===== config.mk =====
export PLATFORM = sky130hd
export DESIGN_NAME = tlb_page_table_translation
export DESIGN_NICKNAME = d
export VERILOG_FILES = /design/src/rtl/tlbpt_pkg.sv /design/src/rtl/tlbpt_ram.sv /design/src/rtl/tlbpt_front.sv /design/src/rtl/tlbpt_back.sv /design/src/rtl/tlb_page_table_translation.sv
export SDC_FILE = /design/constraint.sdc
export NUM_CORES = 2
export LEC_CHECK = 0
export BUFFER_PORTS_ARGS = -buffer_cell sky130_fd_sc_hd__buf_2
export CAP_MARGIN = 20
export CORE_MARGIN = 2
export CORE_UTILIZATION = 50
export DETAILED_ROUTE_END_ITERATION = 8
export PLACE_DENSITY_LB_ADDON = 0.1
export SLEW_MARGIN = 25
export SYNTH_ARGS = -nofsm -noshare
export SYNTH_HDL_FRONTEND = slang
export SYNTH_SLANG_ARGS = --single-unit

===== constraint.sdc =====
create_clock -name clk -period 17.6 [get_ports clk]
set_input_delay 3.52 -clock clk [delete_from_list [all_inputs] [get_ports clk]]
set_output_delay 3.52 -clock clk [all_outputs]
set_load 0.05 [all_outputs]

===== src/rtl/tlbpt_pkg.sv =====
package tlbpt_pkg;

    // Address split.
    localparam int VA_W        = 16;
    localparam int PAGE_BITS   = 8;
    localparam int PAGE_W      = 8;
    localparam int OFF_W       = PAGE_BITS;
    localparam int FRAME_W     = 8;
    localparam int PA_W        = 16;

    // Page table.
    localparam int PAGE_COUNT  = 256;
    localparam int PT_IDX_W    = $clog2(PAGE_COUNT);

    // TLB.
    localparam int TLB_ENTRIES = 16;
    localparam int TLB_IDX_W   = $clog2(TLB_ENTRIES);
    localparam int TLB_FILL_W  = $clog2(TLB_ENTRIES + 1);

    // Free frame counter wraps modulo 512.
    localparam int FREE_W      = 9;

    // Queue between the front and the back.
    localparam int QUEUE_DEPTH = 4;
    localparam int QUEUE_IDX_W = $clog2(QUEUE_DEPTH);
    localparam int QUEUE_CNT_W = $clog2(QUEUE_DEPTH + 1);

    // Request handed from the front queue to the lookup engine.
    typedef struct packed {
        logic              valid;
        logic [PAGE_W-1:0] page;
        logic [OFF_W-1:0]  offset;
    } tlbpt_req_t;

endpackage


===== src/rtl/tlbpt_ram.sv =====
module tlbpt_ram #(
    parameter int WIDTH = 8,
    parameter int DEPTH = 256
) (
    input  logic                     clk,
    input  logic                     we,
    input  logic [$clog2(DEPTH)-1:0] waddr,
    input  logic [WIDTH-1:0]         wdata,
    input  logic                     re,
    input  logic [$clog2(DEPTH)-1:0] raddr,
    output logic [WIDTH-1:0]         rdata
);

    logic [WIDTH-1:0] mem [DEPTH];

    always_ff @(posedge clk)
    begin
        if (we)
        begin
            mem[waddr] <= wdata;
        end
        if (re)
        begin
            rdata <= mem[raddr];
        end
    end

endmodule


===== src/rtl/tlbpt_front.sv =====
module tlbpt_front (
    input  logic                      clk,
    input  logic                      rst_n,
    input  logic                      push,
    output logic                      full,
    input  logic [tlbpt_pkg::VA_W-1:0] vaddr,
    output tlbpt_pkg::tlbpt_req_t     req,
    input  logic                      deq
);
    import tlbpt_pkg::*;

    logic [PAGE_W-1:0]      page_q [QUEUE_DEPTH];
    logic [OFF_W-1:0]       off_q  [QUEUE_DEPTH];
    logic [QUEUE_IDX_W-1:0] wr_ptr_reg, wr_ptr_next;
    logic [QUEUE_IDX_W-1:0] rd_ptr_reg, rd_ptr_next;
    logic [QUEUE_CNT_W-1:0] count_reg, count_next;
    logic                   enq;
    logic                   do_deq;

    // The address is split into page number and offset on the way in.
    assign full   = (count_reg == QUEUE_CNT_W'(QUEUE_DEPTH));
    assign enq    = push && !full;
    assign do_deq = deq && (count_reg != '0);

    assign req.valid  = (count_reg != '0);
    assign req.page   = page_q[rd_ptr_reg];
    assign req.offset = off_q[rd_ptr_reg];

    always_comb
    begin
        wr_ptr_next = enq    ? wr_ptr_reg + 1'b1 : wr_ptr_reg;
        rd_ptr_next = do_deq ? rd_ptr_reg + 1'b1 : rd_ptr_reg;
        count_next  = count_reg;
        if (enq && !do_deq)
        begin
            count_next = count_reg + 1'b1;
        end
        else if (!enq && do_deq)
        begin
            count_next = count_reg - 1'b1;
        end
    end

    always_ff @(posedge clk or negedge rst_n)
    begin
        if (!rst_n)
        begin
            wr_ptr_reg <= '0;
            rd_ptr_reg <= '0;
            count_reg  <= '0;
        end
        else
        begin
            wr_ptr_reg <= wr_ptr_next;
            rd_ptr_reg <= rd_ptr_next;
            count_reg  <= count_next;
        end
    end

    always_ff @(posedge clk)
    begin
        if (enq)
        begin
            page_q[wr_ptr_reg] <= vaddr[VA_W-1 -: PAGE_W];
            off_q[wr_ptr_reg]  <= vaddr[OFF_W-1:0];
        end
    end

endmodule


===== src/rtl/tlbpt_back.sv =====
module tlbpt_back (
    input  logic                          clk,
    input  logic                          rst_n,
    input  tlbpt_pkg::tlbpt_req_t         req,
    output logic                          deq,
    output logic                          empty,
    input  logic                          pop,
    output logic [tlbpt_pkg::PAGE_W-1:0]  page_number,
    output logic [tlbpt_pkg::OFF_W-1:0]   page_offset,
    output logic [tlbpt_pkg::FRAME_W-1:0] frame_number,
    output logic [tlbpt_pkg::PA_W-1:0]    paddr,
    output logic                          tlb_hit,
    output logic                          page_fault
);
    import tlbpt_pkg::*;

    typedef enum logic {
        ST_IDLE,
        ST_LOOK
    } state_t;

    state_t                state_reg, state_next;
    logic [PAGE_W-1:0]     page_reg;
    logic [OFF_W-1:0]      offset_reg;

    logic                  out_valid_reg;
    logic [PAGE_W-1:0]     page_number_reg;
    logic [OFF_W-1:0]      page_offset_reg;
    logic [FRAME_W-1:0]    frame_number_reg;
    logic [PA_W-1:0]       paddr_reg;
    logic                  tlb_hit_reg;
    logic                  page_fault_reg;

    logic [PAGE_W-1:0]     tlb_tags   [TLB_ENTRIES];
    logic [FRAME_W-1:0]    tlb_frames [TLB_ENTRIES];
    logic [TLB_FILL_W-1:0] tlb_fill_reg;
    logic [TLB_IDX_W-1:0]  tlb_oldest_reg;
    logic [PAGE_COUNT-1:0] page_valid_reg;
    logic [FREE_W-1:0]     free_frame_reg;

    logic                  ram_re;
    logic                  ram_we;
    logic [FRAME_W-1:0]    ram_rdata;

    logic [TLB_ENTRIES-1:0] match;
    logic                   hit;
    logic [TLB_IDX_W-1:0]   hit_slot;
    logic                   pt_valid;
    logic                   fault;
    logic [FRAME_W-1:0]     frame;
    logic                   can_load;
    logic                   commit;
    logic [TLB_IDX_W-1:0]   ins_slot;

    // Page table frames: written on a fault, read when a request is dequeued, ahead of the lookup.
    tlbpt_ram #(
        .WIDTH(FRAME_W),
        .DEPTH(PAGE_COUNT)
    ) u_page_frames (
        .clk  (clk),
        .we   (ram_we),
        .waddr(page_reg),
        .wdata(frame),
        .re   (ram_re),
        .raddr(req.page),
        .rdata(ram_rdata)
    );

    // An entry takes part in the search only when it lies in the occupied ring.
    always_comb
    begin
        logic [TLB_IDX_W-1:0] ring_pos;
        for (int i = 0; i < TLB_ENTRIES; i++)
        begin
            ring_pos = TLB_IDX_W'(i) - tlb_oldest_reg;
            match[i] = ({1'b0, ring_pos} < tlb_fill_reg) && (tlb_tags[i] == page_reg);
        end
    end

    always_comb
    begin
        hit_slot = '0;
        for (int i = TLB_ENTRIES - 1; i >= 0; i--)
        begin
            if (match[i])
            begin
                hit_slot = TLB_IDX_W'(i);
            end
        end
    end

    assign hit      = |match;
    assign pt_valid = page_valid_reg[page_reg];
    assign fault    = !hit && !pt_valid;

    always_comb
    begin
        if (hit)
        begin
            frame = tlb_frames[hit_slot];
        end
        else if (pt_valid)
        begin
            frame = ram_rdata;
        end
        else
        begin
            frame = free_frame_reg[FRAME_W-1:0];
        end
    end

    assign can_load = !out_valid_reg || pop;
    assign commit   = (state_reg == ST_LOOK) && can_load;
    assign deq      = (state_reg == ST_IDLE) && req.valid;
    assign ram_re   = deq;
    assign ram_we   = commit && fault;

    // New TLB entry goes at the end of the ring, or over the oldest when full.
    assign ins_slot = (tlb_fill_reg < TLB_FILL_W'(TLB_ENTRIES))
                    ? tlb_oldest_reg + tlb_fill_reg[TLB_IDX_W-1:0]
                    : tlb_oldest_reg;

    always_comb
    begin
        state_next = state_reg;
        case (state_reg)
            ST_IDLE:
            begin
                if (req.valid)
                begin
                    state_next = ST_LOOK;
                end
            end
            ST_LOOK:
            begin
                if (can_load)
                begin
                    state_next = ST_IDLE;
                end
            end
            default:
            begin
                state_next = ST_IDLE;
            end
        endcase
    end

    always_ff @(posedge clk or negedge rst_n)
    begin
        if (!rst_n)
        begin
            state_reg        <= ST_IDLE;
            out_valid_reg    <= 1'b0;
            tlb_fill_reg     <= '0;
            tlb_oldest_reg   <= '0;
            page_valid_reg   <= '0;
            free_frame_reg   <= '0;
            page_reg         <= '0;
            offset_reg       <= '0;
            page_number_reg  <= '0;
            page_offset_reg  <= '0;
            frame_number_reg <= '0;
            paddr_reg        <= '0;
            tlb_hit_reg      <= 1'b0;
            page_fault_reg   <= 1'b0;
        end
        else
        begin
            state_reg <= state_next;
            if (commit)
            begin
                out_valid_reg <= 1'b1;
            end
            else if (pop)
            begin
                out_valid_reg <= 1'b0;
            end
            if (deq)
            begin
                page_reg   <= req.page;
                offset_reg <= req.offset;
            end
            if (commit)
            begin
                page_number_reg  <= page_reg;
                page_offset_reg  <= offset_reg;
                frame_number_reg <= frame;
                paddr_reg        <= {frame, offset_reg};
                tlb_hit_reg      <= hit;
                page_fault_reg   <= fault;
            end
            if (commit && !hit)
            begin
                if (tlb_fill_reg < TLB_FILL_W'(TLB_ENTRIES))
                begin
                    tlb_fill_reg <= tlb_fill_reg + 1'b1;
                end
                else
                begin
                    tlb_oldest_reg <= tlb_oldest_reg + 1'b1;
                end
            end
            if (commit && fault)
            begin
                page_valid_reg[page_reg] <= 1'b1;
                free_frame_reg           <= free_frame_reg + 1'b1;
            end
        end
    end

    always_ff @(posedge clk)
    begin
        if (commit && !hit)
        begin
            tlb_tags[ins_slot]   <= page_reg;
            tlb_frames[ins_slot] <= frame;
        end
    end

    assign empty        = !out_valid_reg;
    assign page_number  = page_number_reg;
    assign page_offset  = page_offset_reg;
    assign frame_number = frame_number_reg;
    assign paddr        = paddr_reg;
    assign tlb_hit      = tlb_hit_reg;
    assign page_fault   = page_fault_reg;

endmodule


===== src/rtl/tlb_page_table_translation.sv =====
// Channel   Handshake            Beat payload
// -------   ------------------   ----------------------------------------------
// input     push / full          vaddr
// result    empty / pop          page_number, page_offset, frame_number,
//                                paddr, tlb_hit, page_fault
//
// In the lookup engine each beat first reads the page-table frame RAM, then
// searches the TLB, picks the frame and updates all state; while a result is
// held, a low pop stalls the engine. A four-entry address queue in front lets
// input beats arrive while the engine is busy; full rises only when that queue
// holds four addresses. Reset (asynchronous, active low) empties both queues
// and clears TLB fill, page-table valid bits and the free frame count.
module tlb_page_table_translation (
    input  logic                          clk,
    input  logic                          rst_n,
    input  logic                          push,
    output logic                          full,
    input  logic [tlbpt_pkg::VA_W-1:0]    vaddr,
    output logic                          empty,
    input  logic                          pop,
    output logic [tlbpt_pkg::PAGE_W-1:0]  page_number,
    output logic [tlbpt_pkg::OFF_W-1:0]   page_offset,
    output logic [tlbpt_pkg::FRAME_W-1:0] frame_number,
    output logic [tlbpt_pkg::PA_W-1:0]    paddr,
    output logic                          tlb_hit,
    output logic                          page_fault
);
    import tlbpt_pkg::*;

    // Request from the front queue, and the dequeue strobe back to it.
    tlbpt_req_t req;
    logic       deq;

    // The front accepts addresses and splits them into page and offset.
    tlbpt_front u_front (
        .clk  (clk),
        .rst_n(rst_n),
        .push (push),
        .full (full),
        .vaddr(vaddr),
        .req  (req),
        .deq  (deq)
    );

    // The back runs the TLB search, the page-table access and demand paging,
    // then holds the finished beat in its result register until it is popped.
    tlbpt_back u_back (
        .clk         (clk),
        .rst_n       (rst_n),
        .req         (req),
        .deq         (deq),
        .empty       (empty),
        .pop         (pop),
        .page_number (page_number),
        .page_offset (page_offset),
        .frame_number(frame_number),
        .paddr       (paddr),
        .tlb_hit     (tlb_hit),
        .page_fault  (page_fault)
    );

endmodule

## Yosys cells after proc, flatten, opt, wreduce, memory -nomap -nowiden

Memories as Yosys holds them, arrays and structs flattened. A register that Yosys moved wholly into a read port is not among the register bits.
Cells that the tools add are included.

| operators by class | value |
|---|---|
| add/subtract/negate cells | 24 |
| order comparisons | 19 |
| eq/ne operators | 17 |
| mux-type cells | 36 |
| bitwise logic cells | 3 |
| reduce and logical (&&, ||, !) cells | 40 |

Operators with widths:

| kind | number |
|---|---|
| OR 256 bit | 1 |
| == test 8 bit | 16 |
| < comparator 4 x 5 -> 1 bit | 16 |
| 2-to-1 mux 4 bit | 17 |
| subtractor 4 bit (first input constant) | 8 |
| logical AND 1 bit | 26 |
| 2-to-1 mux 8 bit | 2 |
| OR reduction 16 bit | 1 |
| subtractor 3 x 4 -> 4 bit (first input constant) | 4 |
| 2-to-1 mux 1 bit | 12 |
| adder 9 x 1 -> 9 bit (second input constant) | 1 |
| < comparator 8 x 9 -> 1 bit (second input constant) | 1 |
| binary-select mux 1 bit (select 8 bit) | 1 |
| demux 1 bit (select 8 bit) | 1 |
| >= comparator 8 x 1 -> 1 bit (second input constant) | 1 |
| subtractor 1 x 4 -> 4 bit (first input constant) | 2 |
| subtractor 2 x 4 -> 4 bit (first input constant) | 2 |
| zero test 1 bit | 7 |
| 2-to-1 mux 3 bit | 2 |
| adder 5 x 1 -> 5 bit (second input constant) | 1 |
| < comparator 5 bit (second input constant) | 1 |
| adder 2 x 1 -> 2 bit (second input constant) | 2 |
| adder 4 x 1 -> 4 bit (second input constant) | 1 |
| adder 4 bit | 1 |
| 9 further kinds | 12 |

| storage, ports and cells | value |
|---|---|
| flip-flop bits (word level) | 333 |
| memory bits (writable) | 2368 |
| bits of input ports | 20 |
| memories | 5 |

Memories:

| memory | words | width | read ports | clocked after memory_dff | wr ports | line | text |
|---|---|---|---|---|---|---|---|
| u_back.u_page_frames.mem | 256 | 8 | 1 | 1 | 1 | tlbpt_ram.sv:14 | `logic [WIDTH-1:0] mem [DEPTH];` |
| u_back.tlb_frames | 16 | 8 | 1 | 0 | 1 | tlbpt_back.sv:35 | `logic [FRAME_W-1:0] tlb_frames [TLB_ENTRIES];` |
| u_back.tlb_tags | 16 | 8 | 16 | 0 | 1 | tlbpt_back.sv:34 | `logic [PAGE_W-1:0] tlb_tags [TLB_ENTRIES];` |
| u_front.off_q | 4 | 8 | 1 | 1 | 1 | tlbpt_front.sv:13 | `logic [OFF_W-1:0] off_q [QUEUE_DEPTH];` |
| u_front.page_q | 4 | 8 | 1 | 0 | 1 | tlbpt_front.sv:12 | `logic [PAGE_W-1:0] page_q [QUEUE_DEPTH];` |

## Longest topological paths before layout

An unclocked memory read counts as a cell.

| depth | value |
|---|---|
| word-level depth | 21 |
| depth in mapped cells | 18 |
| gate-level depth less buffers | 15 |

## Hierarchy

From an unflattened synthesis, not the netlist that was laid out.

| second synthesis, totals | value |
|---|---|
| cells, all modules | 5656 |
| area total of the unflattened synthesis | 108059.9 µm² |

Modules (own cells, without submodules):

| module | times used | cells an instance | area each (µm²) | sequential area each (µm²) |
|---|---|---|---|---|
| tlbpt_ram | 1 | 3733 | 79636.4 | 61739.2 |
| tlbpt_back | 1 | 1804 | 25629.6 | 15620.0 |
| tlbpt_front | 1 | 119 | 2793.9 | 2097.0 |

## Worst setup path before layout

Ideal clock, no wire load.

| path | value |
|---|---|
| kind | register to register |
| from | reg u_back.tlb_oldest_reg[2] |
| to | mem u_back.tlb_frames[0][3], data pin |
| setup time | 1.672 ns |
| arrival | 10.899 ns |
| path slack | 5.029 ns |
| cell stages (with the launch flop) | 19 |
| cells stage by stage | dfrtp_1 -> clkbuf_1 -> inv_1 -> ha_1 -> nand2_1 -> xnor2_1 -> inv_1 -> ha_1 -> o311a_1 -> and4b_1 -> or4_1 -> o21a_1 -> nand2_2 -> buf_4 -> buf_2 -> o221ai_1 -> nand3_1 -> nand3_1 -> o22ai_1 |

| between the ends | value |
|---|---|
| word-level cells in the longest chain between the ends | 21 |
| elaborated cells between the ends (all ways) | 67 |
| those cells by class | 16 x add/sub; 16 x order compare; 17 x mux; 17 x reduce/logical; 1 x memory |

RTL lines:

| item | line | text |
|---|---|---|
| start: declaration | tlbpt_back.sv:37 | `logic [TLB_IDX_W-1:0] tlb_oldest_reg;` |
| start signal: assignment | tlbpt_back.sv:200 | `tlb_oldest_reg <= tlb_oldest_reg + 1'b1;` |
| subtractor 4 bit | tlbpt_back.sv:75 | `ring_pos = TLB_IDX_W'(i) - tlb_oldest_reg;` |
| < comparator 4 x 5 -> 1 bit | tlbpt_back.sv:76 | `match[i] = ({1'b0, ring_pos} < tlb_fill_reg) && (tlb_tags[i] == page_reg);` |
| logical AND 1 bit | tlbpt_back.sv:76 |  |
| 2-to-1 mux 4 bit (16 in series) | tlbpt_back.sv:85 | `if (match[i])` |
| memory read (16 x 8 bit) | - |  |
| 2-to-1 mux 8 bit (*) | tlbpt_back.sv:98 | `if (hit)` |
| net u_back.frame[3] | tlbpt_back.sv:50 | `logic [FRAME_W-1:0] frame;` |
| end: declaration | tlbpt_back.sv:35 |  |

The timed path passes the listed nets; every way through them passes the cells marked *.

## Worst setup path in the final report

| path | value |
|---|---|
| from | reg u_back.tlb_oldest_reg[1] |
| to | mem u_back.u_page_frames.mem[206][4], data pin |

| between the ends | value |
|---|---|
| word-level cells in the longest chain between the ends | 21 |
| elaborated cells between the ends (all ways) | 67 |
| those cells by class | 16 x add/sub; 16 x order compare; 17 x mux; 17 x reduce/logical; 1 x memory |

RTL lines:

| item | line |
|---|---|
| subtractor 4 bit | tlbpt_back.sv:75 |
| < comparator 4 x 5 -> 1 bit | tlbpt_back.sv:76 |
| logical AND 1 bit | tlbpt_back.sv:76 |
| 2-to-1 mux 4 bit (16 in series) | tlbpt_back.sv:85 |
| memory read (16 x 8 bit) | - |
| 2-to-1 mux 8 bit (*) | tlbpt_back.sv:98 |
| net u_back.frame[4] | tlbpt_back.sv:50 |
| end: declaration | tlbpt_ram.sv:14 |

Marked as above.

==> flow_summary.json <==
{
  "core.rowCount": 170,
  "maxSlewHeadroom": 0.2503,
  "detail_route.wl_per_cell_um": 30.64,
  "viasPerCell": 6.134,
  "critPathLaunchType": "register",
  "layout_commonest_cell": "edfxtp_1",
  "ys.flop_type": "edfxtp_1",
  "p_leak_uw": 0.04074,
  "area_growth_pct": 11.76,
  "syn_area_um2": 107700,
  "fmax_mhz": 134.7,
  "rsz0062_at_grt": "false",
  "synth_top_cell_by_area": "edfxtp_1",
  "async_reset_ff_frac": 0.1200,
  "swShare": 0.3691,
  "p_comb_frac": 0.373,
  "maxSlewViolCount": 0,
  "seqCellArea_um2": 79470,
  "dp_cells": 8358,
  "grt_pass1_wl_mm": 394.5,
  "powerDensity_nw_per_um2": 207.0,
  "worstRegToRegCells": 19,
  "synthTopCellsByArea": "edfxtp_1 66%, mux4_2 12%, dfrtp_1 7.5%",
  "synth_edf_count": 2376,
  "drc": 0,
  "initial_core_util": 0.5024,
  "antenna_found_initial": 8,
  "status": "finished, final reports clean",
  "multiInputGateArea_um2": 26740,
  "cts_sinks": 2700,
  "seqPwrFrac": 0.391,
  "setup_violations": 0,
  "fill_cells": 16380,
  "slowest_stage": "buf_4",
  "power.internal_uw": 15720,
  "wl_mm": 272.2,
  "worstSetupEndpoint": "u_back.u_page_frames.mem[206][4]",
  "arrival_ns": 8.00,
  "cpPeakStageDelay_ns": 0.80,
  "grt_usage": 0.2494,
  "regToRegSetupSlack_ns": 10.18,
  "worstPathRequired_ns": 18.18,
  "ys_seq_area_frac": 0.7376,
  "ys_ff_latch": 2700,
  "final.setup_skew_ns": 0.07523,
  "dieArea_um2": 219200,
  "reg2reg_to": "u_back.u_page_frames.mem[206][4]",
  "grt_overflow": 0,
  "instances_no_fill": 8886,
  "crit_type": "reg2reg",
  "syn_area_per_cell_um2": 18.97,
  "dp_hpwl_mm": 160.3,
  "cap_violations": 0,
  "fin_nets": 5889,
  "clock_latency_ns": 0.94,
  "syn_nets": 5748,
  "setup_tns_ns": 0,
  "power_uw": 24920,
  "critPathMostFrequentCell": "buf_4",
  "core_area_um2": 214400,
  "end_kind": "register",
  "place.gp.congestion": 0.8604,
  "ios": 64,
  "synthCells": 5680,
  "largest_reg_flops": 2048,
  "regToRegStartpoint": "u_back.tlb_oldest_reg[1]",
  "cts_hold_buf": 0,
  "die_h_um": 468.2,
  "critical_path.max_fanout": 78,
  "final_cell_mix": "2376 x edfxtp_1, 571 x mux4_2, 316 x dfrtp_1",
  "yosysWarnings": 0,
  "clkTransAtPathRegs_ns": 0.06,
  "dr.pass1.iters": 6,
  "drive_gt1_frac": 0.2357,
  "yosys.area.top_type_share": 0.6623,
  "cts-root-buf": "clkbuf_16",
  "io_buffers": 63,
  "ant_nets": 0,
  "drt_iter0_drc": 5749,
  "startpoint": "u_back.tlb_oldest_reg[1]",
  "hold_violations": 0,
  "worst_pin_slew_ns": 1.118,
  "p_switching_uw": 9198,
  "cts_tree": "built",
  "cts.repair.resized": 0,
  "grt_max_degree": 189,
  "cts_made_buffers": 298,
  "first_global_vias": 54590,
  "p_clk_frac": 0.236,
  "clockBufferDepth": 4,
  "postCtsSetupBuffers": 0,
  "cts_htree_levels": 5,
  "fin_crit_sh": 0.4217,
  "die_w_um": 468.2,
  "crit_chain": "inv_1, ha_1, xor2_1, inv_1, ha_1, o21ba_2, o311a_1, and4b_1, or4_1, o21a_1, nand2_2, buf_4, o221ai_1, nand3_1, nand4_1, o22ai_4, buf_4, buf_4, buf_4",
  "ir_drop_v": 0.0003324,
  "holdCritPathClass": "reg2reg",
  "vias": 54510,
  "fin_crit_ns": 7.422,
  "ys_types": 78
}
-- through the flow --
step                      utilization  worst slack, ns  hold slack, ns  area (um^2)
after floorplan                     -            5.029          0.4278       107700
after global placement         0.5188            10.21          0.4416       111200
after detailed placement       0.5189            10.19          0.4468       111300
after CTS                      0.5612            10.22          0.4611       120300
after global routing           0.5615            9.667          0.4701       120400
final                          0.5615            10.18          0.4569       120400
-- per-layer routing --
layer,share of wire,GRT usage
met1,0.44,0.3764
met2,0.47,0.3799
met3,0.066,0.04022
met4,0.026,0.06923
met5,0,0
-- critical path: cells and delay by family, from the launching register on --
family	cells	cell delay, ns
and+or+nand+nor	5	1.64
xor gates and xnor gates	1	0.21
adders and majority gates	2	0.51
DFF	1	0.57
AOI/OAI and AO/OA	5	1.10
buffers and inverters	6	2.83
-- cells in the mapped netlist (7+ instances only) --
master,n
o221ai_1,17
or4_1,9
clkbuf_1,180
edfxtp_1,2376
nand2_1,167
xnor2_1,49
a211oi_1,237
o21ai_0,9
mux4_2,576
a22oi_1,20
buf_1,36
o311ai_0,15
o21bai_1,32
and4_1,11
a21o_1,7
nand3_1,41
mux2i_1,195
o22ai_1,11
nor3_1,19
a22o_1,8
buf_2,99
a31o_2,7
nand4_1,11
mux2_2,10
a31oi_1,7
nor2b_1,146
buf_4,25
nor4_1,19
nor2_4,10
a21oi_1,178
nor2_1,304
xor2_1,109
ha_1,46
dfrtp_1,324
or2_1,69
or2_2,160
and2_1,7
nand2b_1,8
inv_1,29
-- worst min path at each step --
stage / startpoint / to / slack (ns) / depth (start not counted)
finish: u_back.page_valid_reg[250] / u_back.page_valid_reg[250] / 0.46 / 1
global route: u_back.page_valid_reg[103] / u_back.page_valid_reg[103] / 0.47 / 1
CTS: u_back.page_valid_reg[250] / u_back.page_valid_reg[250] / 0.46 / 1
detailed placement: u_back.page_valid_reg[250] / u_back.page_valid_reg[250] / 0.45 / 1
global placement: u_back.page_valid_reg[249] / u_back.page_valid_reg[249] / 0.44 / 1
floorplan: u_back.page_valid_reg[102] / u_back.page_valid_reg[102] / 0.43 / 1
-- final cells by class --
type / count / area share
Antenna cell: 7 / 0.0001455
Timing Repair Buffer: 192 / 0.01198
Sequential cell: 2700 / 0.6601
Clock inverter: 119 / 0.007774
Clock buffer: 401 / 0.06743
Multi-Input combinational cell: 2598 / 0.2221
Inverter: 31 / 0.0009666
Tap cell: 2838 / 0.02950
-- power by group through the flow --
stage	Combinational [uW]	Clock (uW)	Sequential (uW)
after floorplan	5570	0	10700
after global placement	9260	0	9850
after detailed placement	9380	0	9870
after CTS	9380	5970	9740
after global routing	9890	6200	9780
final	9300	5880	9740
-- cell families after synthesis --
kind of cell,after synthesis,synth area share
muxes,782,0.1398
buffers and inverters,382,0.01641
xor gates and xnor gates,158,0.01285
and+or+nand+nor,1014,0.04946
adders and majority gates,48,0.005714
DFF,2700,0.7376
AOI/OAI and AO/OA,596,0.03819
Power figures use the tool's default switching activity.
